### config.mk
export PLATFORM = sky130hd
export DESIGN_NAME = header_sync_packet_framer
export DESIGN_NICKNAME = d
export VERILOG_FILES = /design/src/hdl/hspf_pkg.sv /design/src/hdl/hspf_hdr_match.sv /design/src/hdl/header_sync_packet_framer.sv
export SDC_FILE = /design/constraint.sdc
export NUM_CORES = 1
export LEC_CHECK = 0
export ABC_AREA = 0
export BUFFER_PORTS_ARGS = -buffer_cell sky130_fd_sc_hd__buf_2
export CORE_MARGIN = 2
export CORE_UTILIZATION = 40
export CTS_BUF_LIST = sky130_fd_sc_hd__clkbuf_16
export DETAILED_ROUTE_END_ITERATION = 12
export SETUP_SLACK_MARGIN = 0.4
export SLEW_MARGIN = 20
export SYNTH_ARGS = -nofsm -noshare
export SYNTH_HDL_FRONTEND = slang
export SYNTH_SLANG_ARGS = --single-unit
### constraint.sdc
create_clock -name clk_i -period 3.1 [get_ports clk_i]
set_clock_uncertainty 0.1 [all_clocks]
set_input_delay 0.31 -clock clk_i [delete_from_list [all_inputs] [get_ports clk_i]]
set_output_delay 0.31 -clock clk_i [all_outputs]
set_load 0.02 [all_outputs]
### src/hdl/hspf_pkg.sv
package hspf_pkg;

  // apb address width: seven 32-bit registers at 4*i
  localparam int unsigned PaddrW = 5;
  localparam int unsigned WinDepth = 7;

  typedef logic [7:0] octet_t;

  // register map, index = paddr[4:2]
  typedef enum logic [2:0] {
    REG_SYNC      = 3'd0,
    REG_VERSION   = 3'd1,
    REG_DATA_TYPE = 3'd2,
    REG_DATA_TAG  = 3'd3,
    REG_LINK_TYPE = 3'd4,
    REG_LINK_TAG  = 3'd5,
    REG_PKT_LEN   = 3'd6
  } reg_idx_e;

  // reset values
  localparam octet_t SyncRst     = 8'hA5;
  localparam octet_t VersionRst  = 8'h01;
  localparam octet_t DataTypeRst = 8'h10;
  localparam octet_t DataTagRst  = 8'h02;
  localparam octet_t LinkTypeRst = 8'h20;
  localparam octet_t LinkTagRst  = 8'h80;
  localparam octet_t PktLenRst   = 8'd48;

  // header matching fields
  typedef struct packed {
    octet_t sync_byte;
    octet_t version_byte;
    octet_t data_type_byte;
    octet_t data_tag_byte;
    octet_t link_type_byte;
    octet_t link_tag_byte;
  } hdr_cfg_t;

endpackage

### src/hdl/hspf_hdr_match.sv
module hspf_hdr_match
  import hspf_pkg::*;
(
  input  hdr_cfg_t cfg_i,
  input  octet_t   win_i [WinDepth],
  output logic     hit_o
);

  logic common_ok;
  logic data_ok;
  logic link_ok;

  // sync, sync and version are shared by both header kinds
  assign common_ok = (win_i[0] == cfg_i.sync_byte) && (win_i[1] == cfg_i.sync_byte)
                  && (win_i[3] == cfg_i.version_byte);
  assign data_ok   = (win_i[2] == cfg_i.data_type_byte) && (win_i[6] == cfg_i.data_tag_byte);
  assign link_ok   = (win_i[2] == cfg_i.link_type_byte) && (win_i[6] == cfg_i.link_tag_byte);
  assign hit_o     = common_ok && (data_ok || link_ok);

endmodule

### src/hdl/header_sync_packet_framer.sv
// Sync-header packet framer. Takes one stream byte per cycle on the slave side and keeps
// the last seven bytes in a shift window. While hunting, a data or link header starting
// at the oldest window byte opens a packet of packet_length bytes (a length of zero
// gives one byte), sent on the master side with tuser marking the header byte and tlast
// the final byte; bytes inside a packet are not searched. Packet bytes trail the input
// by six bytes, the first six bytes after reset only fill the window, and non-packet
// bytes are dropped. The header compare and the byte counter sit between the window
// register and the output register, so a new word is taken every cycle unless the output
// register holds a word the sink has not taken.
// Registers are written through the APB port at byte address 4*index and read back
// there; write them only while the stream is idle.
module header_sync_packet_framer
  import hspf_pkg::*;
(
  input  logic              clk_i,
  input  logic              rst_ni,
  // slave stream
  input  logic              s_axis_tvalid_i,
  output logic              s_axis_tready_o,
  input  logic [7:0]        s_axis_tdata_i,   // [7:0] stream_byte
  // master stream
  output logic              m_axis_tvalid_o,
  input  logic              m_axis_tready_i,
  output logic [7:0]        m_axis_tdata_o,   // [7:0] packet_byte
  output logic [0:0]        m_axis_tuser_o,   // [0] first_flag
  output logic              m_axis_tlast_o,   // last_flag
  // apb configuration
  input  logic              psel,
  input  logic              penable,
  input  logic              pwrite,
  input  logic [PaddrW-1:0] paddr,
  input  logic [31:0]       pwdata,
  output logic [31:0]       prdata,
  output logic              pready
);

  hdr_cfg_t cfg_q;
  octet_t   pkt_len_q;

  octet_t   win_q [WinDepth];
  octet_t   win_d [WinDepth];
  logic [2:0] fill_q, fill_d;
  logic     collect_q, collect_d;
  octet_t   left_q, left_d;

  logic     out_valid_q;
  octet_t   out_byte_q;
  logic     out_first_q, out_last_q;

  logic     in_acc;
  logic     win_full;
  logic     hit;
  logic     emit, first_d, last_d;
  octet_t   left_dec;
  reg_idx_e reg_idx;

  // apb register file
  assign pready  = 1'b1;
  assign reg_idx = reg_idx_e'(paddr[4:2]);

  always_ff @(posedge clk_i or negedge rst_ni) begin
    if (!rst_ni) begin
      cfg_q.sync_byte      <= SyncRst;
      cfg_q.version_byte   <= VersionRst;
      cfg_q.data_type_byte <= DataTypeRst;
      cfg_q.data_tag_byte  <= DataTagRst;
      cfg_q.link_type_byte <= LinkTypeRst;
      cfg_q.link_tag_byte  <= LinkTagRst;
      pkt_len_q            <= PktLenRst;
    end else if (psel && penable && pwrite) begin
      case (reg_idx)
        REG_SYNC:      cfg_q.sync_byte      <= pwdata[7:0];
        REG_VERSION:   cfg_q.version_byte   <= pwdata[7:0];
        REG_DATA_TYPE: cfg_q.data_type_byte <= pwdata[7:0];
        REG_DATA_TAG:  cfg_q.data_tag_byte  <= pwdata[7:0];
        REG_LINK_TYPE: cfg_q.link_type_byte <= pwdata[7:0];
        REG_LINK_TAG:  cfg_q.link_tag_byte  <= pwdata[7:0];
        REG_PKT_LEN:   pkt_len_q            <= pwdata[7:0];
        default: ;
      endcase
    end
  end

  // register readback
  always_comb begin
    prdata = '0;
    case (reg_idx)
      REG_SYNC:      prdata[7:0] = cfg_q.sync_byte;
      REG_VERSION:   prdata[7:0] = cfg_q.version_byte;
      REG_DATA_TYPE: prdata[7:0] = cfg_q.data_type_byte;
      REG_DATA_TAG:  prdata[7:0] = cfg_q.data_tag_byte;
      REG_LINK_TYPE: prdata[7:0] = cfg_q.link_type_byte;
      REG_LINK_TAG:  prdata[7:0] = cfg_q.link_tag_byte;
      REG_PKT_LEN:   prdata[7:0] = pkt_len_q;
      default:       prdata      = '0;
    endcase
  end

  // stream handshake: take a word unless the output register is stalled
  assign s_axis_tready_o = !out_valid_q || m_axis_tready_i;
  assign in_acc          = s_axis_tvalid_i && s_axis_tready_o;

  // window after this word shifts in at the young end
  always_comb begin
    for (int i = 0; i < WinDepth - 1; i++) begin
      win_d[i] = win_q[i+1];
    end
    win_d[WinDepth-1] = s_axis_tdata_i;
  end

  // window is complete once six words were held before this one
  assign win_full = (fill_q >= 3'(WinDepth - 1));
  assign fill_d   = win_full ? 3'(WinDepth) : fill_q + 3'd1;

  hspf_hdr_match u_match (
    .cfg_i (cfg_q),
    .win_i (win_d),
    .hit_o (hit)
  );

  // framing control
  assign left_dec = (left_q != 8'd0) ? left_q - 8'd1 : 8'd0;

  always_comb begin
    emit      = 1'b0;
    first_d   = 1'b0;
    last_d    = 1'b0;
    collect_d = collect_q;
    left_d    = left_q;
    if (win_full) begin
      if (collect_q) begin
        emit   = 1'b1;
        left_d = left_dec;
        if (left_dec == 8'd0) begin
          last_d    = 1'b1;
          collect_d = 1'b0;
        end
      end else if (hit) begin
        emit    = 1'b1;
        first_d = 1'b1;
        if (pkt_len_q <= 8'd1) begin
          last_d = 1'b1;
          left_d = 8'd0;
        end else begin
          left_d    = pkt_len_q - 8'd1;
          collect_d = 1'b1;
        end
      end
    end
  end

  // window and control state
  always_ff @(posedge clk_i or negedge rst_ni) begin
    if (!rst_ni) begin
      fill_q    <= '0;
      collect_q <= 1'b0;
      left_q    <= '0;
    end else if (in_acc) begin
      fill_q    <= fill_d;
      collect_q <= collect_d;
      left_q    <= left_d;
    end
  end

  always_ff @(posedge clk_i) begin
    if (in_acc) begin
      win_q <= win_d;
    end
  end

  // output register
  always_ff @(posedge clk_i or negedge rst_ni) begin
    if (!rst_ni) begin
      out_valid_q <= 1'b0;
    end else if (in_acc) begin
      out_valid_q <= emit;
    end else if (m_axis_tready_i) begin
      out_valid_q <= 1'b0;
    end
  end

  always_ff @(posedge clk_i) begin
    if (in_acc && emit) begin
      out_byte_q  <= win_d[0];
      out_first_q <= first_d;
      out_last_q  <= last_d;
    end
  end

  assign m_axis_tvalid_o   = out_valid_q;
  assign m_axis_tdata_o    = out_byte_q;
  assign m_axis_tuser_o[0] = out_first_q;
  assign m_axis_tlast_o    = out_last_q;

endmodule

==> impl_metrics.json, run 1 <==
{
  "outcome": "complete, no violations",
  "place_hpwl_um": 9670,
  "pin_count": 97,
  "cts_root_buffer": "clkbuf_16",
  "die_area_um2": 16200,
  "worstMarginPinSlew_ps": 848,
  "routedWlPerCell_um": 17.8,
  "slew_headroom": 0.435,
  "grt_pass1_vias": 3775,
  "ys_types": 45,
  "cts-resized-gates": 0,
  "fin_nets": 586,
  "clk_pin_slew_worst_paths_ps": 60,
  "drv_slew": 0,
  "synth_edf_count": 58,
  "tns_ps": 0,
  "htreeDepth": 4,
  "vias_per_cell": 5.22,
  "yosys-mux-area-fraction": 0.145,
  "grt_util_met3": 0.0469,
  "dr.pass1.iters": 4,
  "io_buffers": 45,
  "vias": 3804,
  "n_antenna_cell": 0,
  "synth_compound_area_frac": 0.0573,
  "slowest_stage": "edfxtp_1",
  "die_height_um": 127,
  "reg2reg_depth": 8,
  "crit_required_ps": 3110,
  "synthFlopType": "edfxtp_1",
  "drc": 0,
  "initial_utilization": 0.405,
  "synth_top_family_by_area": "multiplexers",
  "max_stage_delay_ps": 470,
  "maxCapViolCount": 0,
  "ys_seq_area_frac": 0.571,
  "cp_common_cell": "buf_4",
  "synthAdderAreaFrac": 0.0123,
  "ys_warn_count": 0,
  "leakage_nw": 3.05,
  "drt_iter0_drc": 260,
  "final_cell_mix": "mux2_2, dfrtp_1, edfxtp_1",
  "synthCells": 465,
  "worstPathCellList": "xor2_1 -> nor4_1 -> nand4_1 -> a2111oi_4 -> buf_4 -> o21ai_4 -> inv_1 -> buf_4",
  "grt_pass1_wl_um": 20700,
  "cts_tree": "built",
  "grt.busiest_layer": "met2",
  "dp.cells": 695,
  "grt_max_degree": 36,
  "rsz0062_at_grt": "no",
  "grt_overflow_total": 0,
  "netlist_area_um2": 6090,
  "cts_buffer_depth": 2,
  "synth-xor-area-share": 0.0834,
  "grt_usage": 0.171,
  "final_cell_count_no_fill": 729,
  "crit_type": "reg2reg",
  "setup-violations-final": 0,
  "yosys.area_share.simple": 0.0868,
  "pwr_density_cell_nw_per_um2": 680,
  "hold_violations": 0,
  "min_period_ps": 2600,
  "max_freq_ghz": 0.385,
  "syn2layout_area_growth_pct": 15.8,
  "use_met1": 0.229,
  "critPathCaptureType": "flop",
  "ys_async_sr_fraction": 0.543,
  "ys_ff_latch": 127,
  "drt-total-wl_um": 13000,
  "cts_buffers": 17,
  "chipWidth_um": 127,
  "startpoint_type": "flop",
  "cp_max_fo": 10,
  "coreArea_um2": 15000,
  "use_met2": 0.262,
  "ant_nets": 0,
  "synth.avg_cell_area_um2": 13.1,
  "fin_crit_sh": 0.837,
  "gp_congestion": 0.843,
  "cts.sinks": 127,
  "rows": 45,
  "worst_ep_arrival_time_ps": 2610,
  "ir_drop_mv": 0.319,
  "drive_gt1_frac": 0.314,
  "antenna_found_initial": 0,
  "worstSkewPairLatency_ps": 410,
  "final_common_cell": "mux2_2",
  "holdCritPathClass": "in2reg",
  "whs_path_depth": 1
}
## logic make-up (layout without fill, tap and decap cells)
| family | Yosys count | in the layout |
|---|---|---|
| flip-flops | 127 | 127 |
| XOR/XNOR | 58 | 58 |
| adder cells (fa/ha/maj) | 6 | 6 |
| multiplexers | 79 | 79 |
| other | 2 | 25 |
| buffers and inverters | 43 | 96 |
| AND/OR/NAND/NOR | 100 | 100 |
| AO/OA/AOI/OAI | 50 | 50 |
## sequential cells by signal, indices dropped and copies added (netlist names), 3 cells and up
name	cells
cfg_q	48
fill_q	3
pkt_len_q	8
win_d	48
left_q	8
m_axis_tdata_o	8
## cells in the mapped netlist (4+ instances only)
cell type / n / share of area
a21oi_1: 14 / 0.011
a22o_1: 5 / 0.0072
a31oi_1: 7 / 0.0072
and3_1: 4 / 0.0041
buf_4: 25 / 0.031
clkbuf_1: 5 / 0.0031
dfrtp_1: 58 / 0.24
dfstp_2: 11 / 0.047
edfxtp_1: 58 / 0.29
ha_1: 6 / 0.012
inv_1: 9 / 0.0055
mux2_2: 64 / 0.12
mux2i_1: 13 / 0.021
nand2_1: 16 / 0.0099
nand2b_1: 4 / 0.0041
nand4_1: 5 / 0.0051
nor2_1: 27 / 0.017
nor2b_1: 4 / 0.0041
nor3_1: 11 / 0.0090
nor4_1: 12 / 0.012
o21ai_0: 6 / 0.0049
o221ai_1: 5 / 0.0072
o22ai_1: 8 / 0.0082
or3_1: 4 / 0.0041
xnor2_1: 7 / 0.010
xor2_1: 51 / 0.073
## per-layer routing
layer  up-vias  wire length [um]
li1       1786                 -
met1      1904              5980
met2        93              6240
met3        21               497
met4         0               270
met5         -                 0
## layout make-up
class / count / area [um^2]
inverters: 9 / 33.8
well taps: 188 / 235
flip-flops and latches: 127 / 3480
clock buffers: 17 / 425
repair buffers: 55 / 303
clock inverters: 15 / 139
multi-input cells: 318 / 2440
fillers: 1308 / 7980
## power breakdown
group | switching [W] | leakage, nW | internal, W
sequential | 0.000212 | 1.42 | 0.00200
clock | 0.000761 | 0.270 | 0.00111
combinational | 0.000376 | 1.36 | 0.000340
total | 0.00135 | 3.05 | 0.00345
## worst paths after layout
check                                    end  slack [ps]               from
max                        m_axis_tdata_o[7]         500          win_d[36]
min                                win_d[14]          40  s_axis_tdata_i[6]
max reg2reg                m_axis_tdata_o[7]         500          win_d[36]
min reg2reg                        win_d[30]         320          win_d[22]
max in group asynchronous          cfg_q[47]        1590             rst_ni
min in group asynchronous          fill_q[2]         430             rst_ni
## critical path, delay by kind of cell (launching register included)
kind	cells	cell delay, ps
compound gates	2	480
flops	1	470
xor+xnor	1	180
buf+inv	3	460
simple gates	2	580
## timing repair
item | in CTS | in global routing
hold buffers | 1 | 0
setup buffers | 0 | 1
pin swaps | 1 | 1
endpoints found under the setup margin | 10 | 10
hold endpoints to repair | 31 | 0
## through the flow
step / utilization / setup WS (ps) / cell area, um^2 / hold WS (ps) / power, W
global placement: 0.431 / 399 / 6480 / 303 / 0.00293
global route: 0.469 / 410 / 7060 / 13.5 / 0.00505
detailed placement: 0.431 / 386 / 6480 / 305 / 0.00296
CTS: 0.469 / 432 / 7050 / 12.5 / 0.00485
floorplan: - / 695 / 6180 / -85.6 / 0.00271
finish: 0.469 / 505 / 7060 / 35.1 / 0.00480
No activity file was read; power rests on OpenSTA's default activity.
==> run 2, diff against run 1 <==
clock period = 2.4 ns   (was 3.1 ns; I/O delays follow)
==> impl_metrics.json, run 2 (synthesized netlist as in run 1, its figures left out) <==
{
  "outcome": "complete, no violations",
  "placed_area_um2": 6730,
  "crit_type": "reg2reg",
  "drt-total-wl_um": 14000,
  "chipWidth_um": 127,
  "drv_slew": 0,
  "min-delay-start": "pwdata[0]",
  "cp_num_cells": 7,
  "holdWs_ps": 53.0,
  "cts.sinks": 127,
  "ir_drop_mv": 0.517,
  "vias_per_cell": 5.11,
  "crit_family": "compound AO/OA/AOI/OAI gates",
  "crit_required_ps": 2420,
  "grt_usage": 0.184,
  "pwr_density_cell_nw_per_um2": 864,
  "cts_buffers": 17,
  "nFillCells": 1312,
  "whs_path_depth": 3,
  "initial_utilization": 0.405,
  "cp.buffers_inverters": 2,
  "htreeDepth": 4,
  "grt_max_degree": 54,
  "place_hpwl_um": 10000,
  "hold_violations": 0,
  "worst_ep_arrival_time_ps": 2410,
  "max_freq_ghz": 0.419,
  "final_area_um2": 7610,
  "coreArea_um2": 15000,
  "vias": 3941,
  "max_stage_delay_ps": 460,
  "rsz0062_at_grt": "yes",
  "fin_nets": 628,
  "die_height_um": 127,
  "setup-violations-final": 0,
  "grt_pass1_wl_um": 22300,
  "antenna_found_initial": 0,
  "clk_pin_slew_worst_paths_ps": 60,
  "drt_iter0_drc": 236,
  "fin_crit_sh": 0.995,
  "cp-startpoint": "win_d[34]",
  "worstMarginPinSlew_ps": 729,
  "routedWlPerCell_um": 18.2,
  "cts_tree": "built",
  "critPathCaptureType": "flop",
  "pin_count": 97,
  "r2r-start": "win_d[34]",
  "slowest_stage": "edfxtp_1",
  "worstPathCellList": "xor2_1 -> nor4_2 -> nand4_1 -> a2111oi_4 -> buf_4 -> o21ai_4 -> clkinvlp_4",
  "die_area_um2": 16200,
  "ant_nets": 0,
  "gp_congestion": 0.841,
  "slew_headroom": 0.514,
  "maxCapViolCount": 0,
  "cts_root_buffer": "clkbuf_16",
  "cts_buffer_depth": 2,
  "reg2reg_depth": 7,
  "startpoint_type": "flop",
  "final_cell_mix": "mux2_2, edfxtp_1, dfrtp_1",
  "syn2layout_area_growth_pct": 24.9,
  "min_period_ps": 2390,
  "final_common_cell": "mux2_2",
  "holdCritPathClass": "in2reg",
  "drc": 0,
  "io_buffers": 45,
  "drive_gt1_frac": 0.389,
  "grt_overflow_total": 0,
  "dr.pass1.iters": 4,
  "leakage_nw": 3.29,
  "cp_max_fo": 6,
  "rows": 45,
  "worstSkewPairLatency_ps": 420,
  "n_antenna_cell": 0,
  "grt_pass1_vias": 4052
}
[run 2: cell count changes in the layout (fill, tap and decap cells not counted), moves of 4 or more]
cell | previous run | this run
buf_4 | 9 | 41
dlygate4sd3_1 | 1 | 10
buf_2 | 45 | 37
a21oi_1 | 14 | 9
a21oi_2 | 0 | 5
buf_6 | 0 | 5
nor4_1 | 12 | 7
nor4_2 | 1 | 6
inv_6 | 5 | 1
o221ai_1 | 5 | 1
o221ai_2 | 0 | 4
[run 2: path summary, 6_finish.rpt]
| kind | slack [ps] | end |
|---|---|---|
| max in group asynchronous | 1150 | cfg_q[17] |
| worst min-delay path | 50 | pkt_len_q[0] |
| worst max-delay path | 10 | m_axis_tdata_o[0] |
| min in group asynchronous | 320 | cfg_q[37] |
| worst min register to register | 320 | win_d[30] |
| worst max register to register | 10 | m_axis_tdata_o[0] |
[run 2: cell type report]
type                       count  area (um^2)  share of cell area
tap                          188          235              0.0309
clock buffer                  17          425              0.0559
clock inverter                15          170              0.0224
sequential                   127         3490               0.458
inverter                       9         40.0             0.00526
multi-input combinational    319         2560               0.336
timing repair buffer          95          689              0.0906
timing repair inverter         1         7.51            0.000986
[run 2: layer usage]
layer  track usage  wire, um  share of wire
met1         0.245      6340           0.45
met2         0.296      6740           0.48
met3        0.0398       609          0.043
met4        0.0692       331          0.024
met5             0         0              0
[run 2: where the power goes]
group / switching [W] / internal (W) / leakage, nW / total (W)
Clock: 0.000960 / 0.00162 / 0.284 / 0.00258
Combinational: 0.000583 / 0.000575 / 1.59 / 0.00116
Sequential: 0.000253 / 0.00258 / 1.42 / 0.00283
[run 2: timing repair]
action	4_1_cts	5_1_grt
cloned	2	0
endpoints found under the setup margin	30	30
resized for setup	20	16
hold buffers	10	0
hold endpoints to repair	31	0
setup buffers	2	2
pin swaps	7	4
[run 2: through the flow]
step	setup slack, ps	cells	total power (W)	TNS (ps)	util
after global placement	-48.5	723	0.00388	-475	0.448
after floorplan	243	488	0.00350	0	-
after global routing	-148	771	0.00688	-1840	0.506
final	10.9	771	0.00657	0	0.506
after detailed placement	-58.9	723	0.00393	-589	0.448
after CTS	-14.6	769	0.00659	-68.5	0.501
[run 2: tightest hold or removal path, stage by stage]
cell     delay, ps
buf_2          160
nand2_1         70
o21ai_0         60
